[config.mk]
export PLATFORM = sky130hd
export DESIGN_NAME = angle_tracking_speed_controller_top_flat
export DESIGN_NICKNAME = d
export VERILOG_FILES = /design/src/rtl/atsc_pkg.sv /design/src/rtl/atsc_stream_if.sv /design/src/rtl/angle_tracking_speed_controller_top.sv /design/src/flat_wrapper.sv
export SDC_FILE = /design/constraint.sdc
export NUM_CORES = 2
export LEC_CHECK = 0
export ABC_AREA = 1
export BUFFER_PORTS_ARGS = -buffer_cell sky130_fd_sc_hd__buf_2
export CAP_MARGIN = 25
export CORE_ASPECT_RATIO = 1.2
export CORE_MARGIN = 8
export CORE_UTILIZATION = 60
export DETAILED_ROUTE_END_ITERATION = 8
export PLACE_DENSITY = 0.78
export SLEW_MARGIN = 20
export SYNTH_ARGS = -nofsm -noshare
export SYNTH_HDL_FRONTEND = slang
export SYNTH_SLANG_ARGS = --single-unit
[constraint.sdc]
create_clock -name clk -period 11 [get_ports clk]
set_input_delay 1.1 -clock clk [delete_from_list [all_inputs] [get_ports clk]]
set_output_delay 1.1 -clock clk [all_outputs]
set_load 0.005 [all_outputs]
[src/rtl/atsc_pkg.sv]
package atsc_pkg;

	// One input item: tick duration, target angle and target speed.
	typedef struct packed {
		logic        [15:0] tick_time;
		logic        [15:0] target_angle;
		logic signed [23:0] target_speed;
	} tick_t;

	// One result item.
	typedef struct packed {
		logic signed [23:0] drive_speed_out;
		logic        [15:0] estimated_angle;
		logic        [15:0] error_magnitude;
		logic               is_leading;
		logic               fast_mode;
	} result_t;

	localparam int unsigned PC_W = 4;
	typedef logic [PC_W-1:0] pc_t;

	// Error at or above this many angle units (0.05 turn) selects full speed.
	localparam logic [15:0] FAST_LIMIT = 16'd3277;
	localparam logic [15:0] HALF_TURN  = 16'd32768;
	// ceil(2^28 / 5): exact reciprocal of five for dividends below 2^26.
	localparam logic [25:0] RECIP_5    = 26'd53687092;
	localparam int unsigned RECIP_SH   = 28;

	typedef enum logic [3:0] {
		OP_WAIT,
		OP_MUL_STEP,
		OP_EST,
		OP_CMP,
		OP_MUL_LAG,
		OP_LAG,
		OP_MUL_LEAD,
		OP_LEAD,
		OP_FAST,
		OP_OUT
	} op_t;

	typedef enum logic [2:0] {
		COND_NEXT,
		COND_JUMP,
		COND_FAST,
		COND_LEAD,
		COND_IN,
		COND_OUT
	} cond_t;

	typedef struct packed {
		op_t   op;
		cond_t cond;
		pc_t   target;
	} ctrl_t;

	localparam pc_t PC_LAST = 4'd9;

	// Microprogram: one control word per step.
	function automatic ctrl_t ucode_rom(input pc_t pc);
		ctrl_t w;
		unique case (pc)
			4'd0:    w = '{OP_WAIT,     COND_IN,   4'd1};
			4'd1:    w = '{OP_MUL_STEP, COND_NEXT, 4'd0};
			4'd2:    w = '{OP_EST,      COND_NEXT, 4'd0};
			4'd3:    w = '{OP_CMP,      COND_FAST, 4'd8};
			4'd4:    w = '{OP_MUL_LAG,  COND_LEAD, 4'd6};
			4'd5:    w = '{OP_LAG,      COND_JUMP, 4'd9};
			4'd6:    w = '{OP_MUL_LEAD, COND_NEXT, 4'd0};
			4'd7:    w = '{OP_LEAD,     COND_JUMP, 4'd9};
			4'd8:    w = '{OP_FAST,     COND_NEXT, 4'd0};
			4'd9:    w = '{OP_OUT,      COND_OUT,  4'd0};
			default: w = '{OP_WAIT,     COND_JUMP, 4'd0};
		endcase
		return w;
	endfunction

endpackage

[src/rtl/atsc_stream_if.sv]
interface atsc_stream_if #(
	parameter type payload_t = logic
);
	logic     valid;
	logic     ready;
	payload_t data;

	modport source (output valid, output data, input ready);
	modport sink   (input valid, input data, output ready);
endinterface

[src/rtl/angle_tracking_speed_controller_top.sv]
// Angle tracking speed controller. Each input item on the tick channel carries the time
// since the last tick (unsigned Q0.16 seconds), a target angle (16-bit fraction of a turn)
// and a target speed (signed, 1/65536 turn per second). The block moves its estimated angle
// back by the current drive speed times the tick time, measures the error to the target,
// decides whether the estimate leads or lags, and returns one result item holding the new
// drive speed, the updated estimate, the error magnitude and the leading and fast-mode flags.
// Errors above 0.05 turn give plus or minus max_speed; otherwise a leading estimate gets
// 0.8 times the target speed and a lagging one is pushed toward max_speed in proportion to
// the error. The max_speed register is written through cfg_we and cfg_wdata; the user must
// write it only while the block is idle, which the block itself does not enforce. It resets
// to zero together with the angle estimate and the drive speed. Control is a ten-step
// microprogram in a small read-only table sharing one 27 by 27 bit signed multiplier.
// tick.ready is high only in the wait step. After an item is taken the multiplier forms
// the angle step, the estimate is updated and the error compared; then either the fast
// step sets the speed, or the multiplier forms the speed product and the speed is updated;
// the output step ends the item. Each multiplier use is followed by a register. The leading
// path forms the lagging product first and then replaces it with its own. The result item
// sits in an output register, so the next item is accepted while the previous result still
// waits; a stalled result delays only the final step of the following item.
module angle_tracking_speed_controller_top
	import atsc_pkg::*;
(
	input  logic                 clk,
	input  logic                 arst_n,
	input  logic                 cfg_we,
	input  logic [22:0]          cfg_wdata,
	atsc_stream_if.sink          tick,
	atsc_stream_if.source        result
);

	// Sequencer state.
	pc_t   pc_q;
	pc_t   pc_d;
	ctrl_t ctrl;

	// Configuration and tracking state.
	logic        [22:0] max_speed_q;
	logic        [15:0] pos_q;
	logic signed [23:0] cur_speed_q;

	// Captured item.
	logic        [15:0] tick_time_q;
	logic        [15:0] target_q;
	logic signed [23:0] tspeed_q;

	// Error analysis.
	logic [15:0] mag_q;
	logic        lead_q;
	logic        fast_q;

	// Shared multiplier.
	logic signed [26:0] mul_a;
	logic signed [26:0] mul_b;
	logic signed [53:0] mul_p;
	logic signed [53:0] prod_q;
	logic signed [53:0] prod_rnd;

	// Output register.
	logic    out_valid_q;
	result_t out_data_q;
	logic    out_free;
	logic    in_accept;

	// Combinational helpers.
	logic        [15:0] mag_c;
	logic               lead_c;
	logic               fast_c;
	logic signed [25:0] diff_c;
	logic        [20:0] mag20_c;
	logic        [25:0] n_c;
	logic        [25:0] abs_n_c;
	logic        [25:0] x_c;
	logic        [23:0] quot_c;

	assign ctrl      = ucode_rom(pc_q);
	assign in_accept = tick.valid && tick.ready;
	assign out_free  = !out_valid_q || result.ready;

	assign tick.ready   = (ctrl.op == OP_WAIT);
	assign result.valid = out_valid_q;
	assign result.data  = out_data_q;

	// Error magnitude is a plain difference; beyond half a turn the direction flips.
	always_comb begin
		mag_c  = (target_q > pos_q) ? (target_q - pos_q) : (pos_q - target_q);
		lead_c = (mag_c > HALF_TURN) ? (pos_q > target_q) : (target_q > pos_q);
		fast_c = (mag_c >= FAST_LIMIT);
	end

	// Operands for the lagging and leading speed paths.
	always_comb begin
		diff_c  = $signed({3'b000, max_speed_q}) - 26'(tspeed_q);
		mag20_c = {1'b0, mag_q, 4'b0000} + {3'b000, mag_q, 2'b00};
		n_c     = {tspeed_q, 2'b00};
		abs_n_c = tspeed_q[23] ? (26'd0 - n_c) : n_c;
		x_c     = abs_n_c + 26'd2;
		quot_c  = prod_q[RECIP_SH+23:RECIP_SH];
	end

	always_comb begin
		unique case (ctrl.op)
			OP_MUL_STEP: begin
				mul_a = 27'(cur_speed_q);
				mul_b = $signed({11'd0, tick_time_q});
			end
			OP_MUL_LAG: begin
				mul_a = 27'(diff_c);
				mul_b = $signed({6'd0, mag20_c});
			end
			OP_MUL_LEAD: begin
				mul_a = $signed({1'b0, x_c});
				mul_b = $signed({1'b0, RECIP_5});
			end
			default: begin
				mul_a = '0;
				mul_b = '0;
			end
		endcase
	end

	assign mul_p    = mul_a * mul_b;
	// Round to nearest with ties upward: add half an LSB of the 16-bit shift.
	assign prod_rnd = prod_q + 54'sd32768;

	always_comb begin
		unique case (ctrl.cond)
			COND_NEXT: pc_d = pc_q + pc_t'(1);
			COND_JUMP: pc_d = ctrl.target;
			COND_FAST: pc_d = fast_c ? ctrl.target : pc_q + pc_t'(1);
			COND_LEAD: pc_d = lead_q ? ctrl.target : pc_q + pc_t'(1);
			COND_IN:   pc_d = in_accept ? pc_q + pc_t'(1) : pc_q;
			COND_OUT:  pc_d = out_free ? ctrl.target : pc_q;
			default:   pc_d = '0;
		endcase
	end

	// Control state.
	always_ff @(posedge clk or negedge arst_n) begin
		if (!arst_n) begin
			pc_q        <= '0;
			max_speed_q <= '0;
			pos_q       <= '0;
			cur_speed_q <= '0;
			out_valid_q <= 1'b0;
		end else begin
			pc_q <= pc_d;
			if (cfg_we) begin
				max_speed_q <= cfg_wdata;
			end
			if (ctrl.op == OP_OUT && out_free) begin
				out_valid_q <= 1'b1;
			end else if (result.ready) begin
				out_valid_q <= 1'b0;
			end
			unique case (ctrl.op)
				OP_EST:  pos_q <= pos_q - prod_rnd[31:16];
				OP_LAG:  cur_speed_q <= tspeed_q + prod_rnd[39:16];
				OP_LEAD: cur_speed_q <= tspeed_q[23] ? -$signed(quot_c) : $signed(quot_c);
				OP_FAST: cur_speed_q <= lead_q ? -$signed({1'b0, max_speed_q})
				                               :  $signed({1'b0, max_speed_q});
				default: ;
			endcase
		end
	end

	// Datapath registers.
	always_ff @(posedge clk) begin
		if (in_accept) begin
			tick_time_q <= tick.data.tick_time;
			target_q    <= tick.data.target_angle;
			tspeed_q    <= tick.data.target_speed;
		end
		if (ctrl.op == OP_MUL_STEP || ctrl.op == OP_MUL_LAG || ctrl.op == OP_MUL_LEAD) begin
			prod_q <= mul_p;
		end
		if (ctrl.op == OP_CMP) begin
			mag_q  <= mag_c;
			lead_q <= lead_c;
			fast_q <= fast_c;
		end
		if (ctrl.op == OP_OUT && out_free) begin
			out_data_q.drive_speed_out <= cur_speed_q;
			out_data_q.estimated_angle <= pos_q;
			out_data_q.error_magnitude <= mag_q;
			out_data_q.is_leading      <= lead_q;
			out_data_q.fast_mode       <= fast_q;
		end
	end

	// The sequencer leaves the wait step right after taking an item.
	a_busy_after_accept: assert property (@(posedge clk) disable iff (!arst_n)
		in_accept |=> !tick.ready)
		else $error("tick.ready high right after an accepted item");

	// A new result is only ever loaded by the output step.
	a_load_from_out_step: assert property (@(posedge clk) disable iff (!arst_n)
		$rose(out_valid_q) |-> $past(ctrl.op == OP_OUT))
		else $error("result became valid outside the output step");

	// Fast mode is only reported for errors at or above the threshold.
	a_fast_threshold: assert property (@(posedge clk) disable iff (!arst_n)
		(out_valid_q && out_data_q.fast_mode) |-> (out_data_q.error_magnitude >= FAST_LIMIT))
		else $error("fast mode reported below threshold");

	// The step counter never leaves the program.
	a_pc_range: assert property (@(posedge clk) disable iff (!arst_n)
		pc_q <= PC_LAST)
		else $error("step counter outside the microprogram");

endmodule

[src/flat_wrapper.sv]
// flat-port wrapper written by rule: the top's interface ports become plain ports
module angle_tracking_speed_controller_top_flat import atsc_pkg::*;
  (clk, arst_n, cfg_we, cfg_wdata, tick_valid, tick_data, tick_ready, result_valid, result_data, result_ready);
  atsc_stream_if #(.payload_t(tick_t)) tick_i ();
  atsc_stream_if #(.payload_t(result_t)) result_i ();
  input  logic clk;
  input  logic arst_n;
  input  logic cfg_we;
  input  logic [22:0] cfg_wdata;
  input wire logic [$bits(tick_i.valid)-1:0] tick_valid;
  input wire logic [$bits(tick_i.data)-1:0] tick_data;
  output wire logic [$bits(tick_i.ready)-1:0] tick_ready;
  output wire logic [$bits(result_i.valid)-1:0] result_valid;
  output wire logic [$bits(result_i.data)-1:0] result_data;
  input wire logic [$bits(result_i.ready)-1:0] result_ready;
  assign tick_i.valid = tick_valid;
  assign tick_i.data = tick_data;
  assign tick_ready = tick_i.ready;
  assign result_valid = result_i.valid;
  assign result_data = result_i.data;
  assign result_i.ready = result_ready;
  angle_tracking_speed_controller_top u_core (.clk(clk), .arst_n(arst_n), .cfg_we(cfg_we), .cfg_wdata(cfg_wdata), .tick(tick_i), .result(result_i));
endmodule
# --- After elaboration in Yosys (flattened, before gate mapping) ---
# Memory sizes are Yosys's and may differ from the RTL's.
# Cells that the tools add are included.
totals:
  register_bits: 252
  romBits: 176
  in_bits: 84
  out_inout_bits: 60
  word_cells: 77
  memories: 1
classes:
  addsub: 12
  multipliers: 1
  order_cmp: 4
  eq_ne: 16
  mux: 15
  reduce_logical: 11
memory_table:
  columns: ["memory", "words", "word_bits", "rd", "rd_clocked_by_memory_dff", "write_ports", "line", "rtl"]
  rows:
  - ["(no name shown)", 16, 11, 1, 0, 0, "atsc_pkg.sv:62", "unique case (pc)"]
op_table:
  columns: ["cell", "count"]
  rows:
  - ["27-bit one-hot mux with 3 select lines", 1]
  - ["26-bit one-hot mux with 3 select lines", 1]
  - ["24-bit one-hot mux with 3 select lines", 1]
  - ["27-bit by 27-bit multiplier with 52-bit output", 1]
  - ["24-bit two-way mux", 2]
  - ["16-bit subtractor", 3]
  - ["40-bit by 17-bit adder with 40-bit output, second input constant", 1]
  - ["16-bit greater-than comparator", 2]
  - ["26-bit by 2-bit adder with 26-bit output, second input constant", 1]
  - ["26-bit two-way mux", 1]
  - ["1-bit by 26-bit subtractor with 26-bit output, first input constant", 1]
  - ["24-bit by 24-bit subtractor with 25-bit output", 1]
  - ["24-bit adder", 1]
  - ["23-bit negation with 24-bit output", 1]
  - ["24-bit negation", 1]
  - ["4-bit one-hot mux with 6 select lines", 1]
  - ["20-bit by 18-bit adder with 21-bit output", 1]
  - ["4-bit by 3-bit == test with 1-bit output, second input constant", 4]
  - ["16-bit by 12-bit greater-or-equal comparator with 1-bit output, second input constant", 1]
  - ["16-bit greater-than comparator, second input constant", 1]
  - ["16-bit two-way mux", 1]
  - ["4-bit two-way mux", 4]
  - ["4-bit by 2-bit == test with 1-bit output, second input constant", 2]
  - ["4-bit == test, second input constant", 2]
  - ["other kinds (15)", 23]

# --- Depth between registers and ports, before layout ---
depth:
  word_depth: 5
  depth_mapped: 45
  depth_no_buf: 44

# --- Worst setup path before layout ---
# No wires, ideal clock.
synth_path:
  path_type: "register to register"
  startpoint: "register u_core.max_speed_q[0]"
  endpoint: "register u_core.prod_q[50], data pin"
  setup_ns: 0.252
  t_arrival_ns: 7.902
  required_ns: 10.748
  path_slack_ns: 2.846
  stages_incl_launch_ff: 41
  path_buffers: 1
  period_less_slack_ns: 8.154
  path_cell_list: "dfrtp_1 inv_1 ha_1 inv_1 fa_1 a21oi_1 inv_1 nand2_1 nand2_1 nand2_1 nand2_1 nand2_1 nand2_1 a21oi_1 nand3_1 nand2_1 inv_1 buf_2 [5 not listed] inv_1 fa_1 inv_1 fa_1 fa_1 fa_1 inv_1 fa_1 inv_1 ha_1 a21oi_1 o21ai_0 inv_1 nor2_1 a2111oi_0 nand2_1 nand2_1 nand2_1"
synth_between:
  elab_chain_len: 3
synth_rtl:
  columns: ["element", "line", "rtl"]
  rows:
  - ["from (decl)", "angle_tracking_speed_controller_top.sv:37", "logic [22:0] max_speed_q;"]
  - ["from (signal assigned)", "angle_tracking_speed_controller_top.sv:148", "max_speed_q <= cfg_wdata;"]
  - ["24-bit by 24-bit subtractor with 25-bit output", "angle_tracking_speed_controller_top.sv:92", "diff_c = $signed({3'b000, max_speed_q}) - 26'(tspeed_q);"]
  - ["27-bit one-hot mux with 3 select lines", "angle_tracking_speed_controller_top.sv:101", "unique case (ctrl.op)"]
  - ["27-bit by 27-bit multiplier with 52-bit output", "angle_tracking_speed_controller_top.sv:121", "assign mul_p = mul_a * mul_b;"]
  - ["named net u_core.mul_p[50]", "angle_tracking_speed_controller_top.sv:54", "logic signed [53:0] mul_p;"]
  - ["to (signal assigned)", "angle_tracking_speed_controller_top.sv:174", "prod_q <= mul_p;"]
  - ["to (decl)", "angle_tracking_speed_controller_top.sv:55", "logic signed [53:0] prod_q;"]
# The timed path passes the listed nets, and every way through them passes these cells.
# A chain may end at the register's enable or synchronous reset.

# --- Final worst setup path ---
layout_path:
  startpoint: "register u_core.pc_q[0]"
  endpoint: "register u_core.prod_q[51], data pin"
layout_between:
  elab_chain_len: 4
  word_cells_on_any_way: 7
  cone_classes: "mul (1); eq/ne (3); mux (2); memory (1)"
layout_rtl:
  columns: ["element", "line", "rtl"]
  rows:
  - ["from (decl)", "angle_tracking_speed_controller_top.sv:32", "pc_t pc_q;"]
  - ["from (signal assigned)", "angle_tracking_speed_controller_top.sv:146", "pc_q <= pc_d;"]
  - ["memory 16 x 11 bit *", null, null]
  - ["4-bit by 3-bit == test with 1-bit output / 4-bit by 1-bit == test with 1-bit output (equally long branches)", "angle_tracking_speed_controller_top.sv:101", null]
  - ["27-bit one-hot mux with 3 select lines / 26-bit one-hot mux with 3 select lines (equally long branches)", "angle_tracking_speed_controller_top.sv:101", null]
  - ["27-bit by 27-bit multiplier with 52-bit output *", "angle_tracking_speed_controller_top.sv:121", null]
  - ["named net u_core.mul_p[51]", "angle_tracking_speed_controller_top.sv:54", null]
# The timed path passes the listed nets; every way through them passes the cells marked *.

==> reports/qor.csv <==
metric,value,unit
outcome,completed,
Tcrit/Tclk final,93.10,%
Final Hold Viols,0,
CTS tree,built,
synthesized flop and latch total,237,
fraction of layout cells with a size suffix above 1,6.590,%
Final Util,64.62,%
"Primary FF master, synth",edfxtp_1,
Max Transition Viols Final,0,
CTS max path bufs,3,
RSZ-0062 raised after global routing,false,
Clock transition at path regs,0.07,ns
worst-margin pin slew,1.193,ns
via/cell ratio,5.690,
Max Clock Freq,0.09764,GHz
"commonest cells after routing, fill and taps aside","inv_1, nand2_1, fa_1",
number of flops mapped to enable cells by yosys,169,
most frequent CP cell,inv_1,
CTS root buffer,clkbuf_16,
Syn Std Cell Area,40670,sq um
CTS Buf Count,25,
Max H-tree Level,1,
setup TNS,0,ns
die width,253.7,um
final setup fails,0,
synth warn,0,
r2r worst-path depth,34,
first-pass GRT wire length,207000,um
Nets,6292,
RePlAce Congestion,1.032,
buffers added on ports,143,
drc violations,0,
"Arr. time, crit path",10.57,ns
Worst Clk Skew,0.03541,ns
Post-Place Cell Area,42490,sq um
CP Data Required Time,11.32,ns
Final HPWL DP,114100,um
Syn Area/Cell,7.907,sq um
ys async rst share,28.69,%
Site Rows,104,
largest net degree at the start of global routing,69,
Finished Cell Area,43390,sq um
Syn Inst Count,5143,
CP max-delay cell,clkinv_1,
Max Cap Viol,0,
Cell variety after synth,60,
register area share after synthesis,16.66,%
Routed Antenna Nets,0,
first-pass detailed-route iteration total,6,
vias in the first global route,36440,
Post-CTS Resized,0,
Min-Delay Path Class,in2async,
Clock Latency Late Sink,0.59,ns
post-CTS setup buffer count,0,
via count,35180,
clock tree sinks,237,
Max-slew headroom,20.47,%
die area,76400,sq um
area grow syn2layout,6.686,%
R2R setup slack,0.76,ns
critical path launch point type,register,
crit path time final,10.24,ns
"commonest non-fill, non-tap cell in the layout",inv_1,
CTS Hold Bufs,0,
CP Capture Type,register,
die height,301.2,um
total grt overflow,0,
Crit Path Max Fanout,29,
Setup Crit Path Kind,reg2reg,
io pins,144,
CP peak stage delay,0.95,ns
initial antenna violation count,5,
fillcell total,5837,
Total GRT Usage,35.57,%
starting density of the core,60.57,%
DR WL/cell,21.74,um
DR iter-0 viols,3151,
drt total wl,134500,um
core box area,67140,sq um
## cells in the mapped netlist (40+ instances only)
| cell type | count | area [sq um] |
|---|---|---|
| nor2_1 | 356 | 1336 |
| nand3_1 | 157 | 785.8 |
| nand2_1 | 1143 | 4290 |
| edfxtp_1 | 169 | 5075 |
| inv_1 | 1302 | 4887 |
| fa_1 | 664 | 13290 |
| xor2_1 | 67 | 586.8 |
| nor3_1 | 46 | 230.2 |
| nand4_1 | 40 | 250.2 |
| clkbuf_1 | 69 | 259.0 |
| dfrtp_1 | 68 | 1702 |
| ha_1 | 282 | 3528 |
| a21oi_1 | 268 | 1341 |
| o21ai_0 | 194 | 970.9 |
## stage by stage
step	hold slack, ns	setup WS, ns	instances
2_1_floorplan	0.4003	2.846	5148
3_3_place_gp	0.4332	1.086	6134
3_5_place_dp	0.4382	0.8815	6135
4_1_cts	0.4536	0.8883	6181
5_1_grt	0.4109	0.2559	6182
6_report	0.4018	0.7585	6184
## kinds of logic (layout without fill, tap and decap cells)
logic type / after synthesis / in the layout / share of synthesized area (%)
adders and majority gates: 946 / 946 / 41.36
buffers and inverters: 1454 / 1587 / 13.66
and+or+nand+nor: 1832 / 1832 / 18.52
other: 2 / 9 / 0.01847
xor gates and xnor gates: 83 / 83 / 1.788
AOI/OAI and AO/OA: 589 / 589 / 7.984
DFF: 237 / 237 / 16.66
## layer usage
metal,routed length (um),track usage (%)
met2,66090,61.50
met3,11710,6.451
met5,24,0
met4,9672,21.17
met1,46970,40.98
## final timing paths
| kind | end | from |
|---|---|---|
| min in group clk | u_core.result.data[0] | u_core.fast_q |
| min | u_core.pos_q[7] | arst_n |
| max reg2reg | u_core.prod_q[51] | u_core.pc_q[0] |
| max in group asynchronous | u_core.max_speed_q[19] | arst_n |
| min reg2reg | u_core.result.data[0] | u_core.fast_q |
| max | u_core.prod_q[51] | u_core.pc_q[0] |
## state kept, by name (all words and copies together), names as in the netlist
name and count:
u_core.result.data 58, u_core.pos_q 16, u_core.target_q 16, u_core.mag_q 16
u_core.tspeed_q 24, u_core.fast_q 1, u_core.result.valid 1, u_core.tick_time_q 16
u_core.cur_speed_q 24, u_core.prod_q 37, u_core.max_speed_q 23, u_core.lead_q 1
u_core.pc_q 4
## critical path, delay by kind of cell, from the launching register on
| family | cells | cell delay [ns] |
|---|---|---|
| buf+inv | 10 | 1.91 |
| compound gates | 5 | 1.34 |
| flops | 1 | 0.49 |
| fa+ha+maj | 9 | 4.14 |
| xor+xnor | 1 | 0.07 |
| simple gates | 9 | 2.04 |
## layout make-up
type	count	area, sq um	share of cell area [%]
antenna	2	5.005	0.01154
clock buffer	30	695.7	1.603
clock inverter	16	167.7	0.3864
inverter	1334	5007	11.54
multi-input combinational	3457	28380	65.41
sequential	237	6777	15.62
tap	901	1127	2.598
timing repair buffer	207	1226	2.826
Power is not shown: default switching activity piles up to over one toggle a cycle in this logic, so the estimate is an artifact.
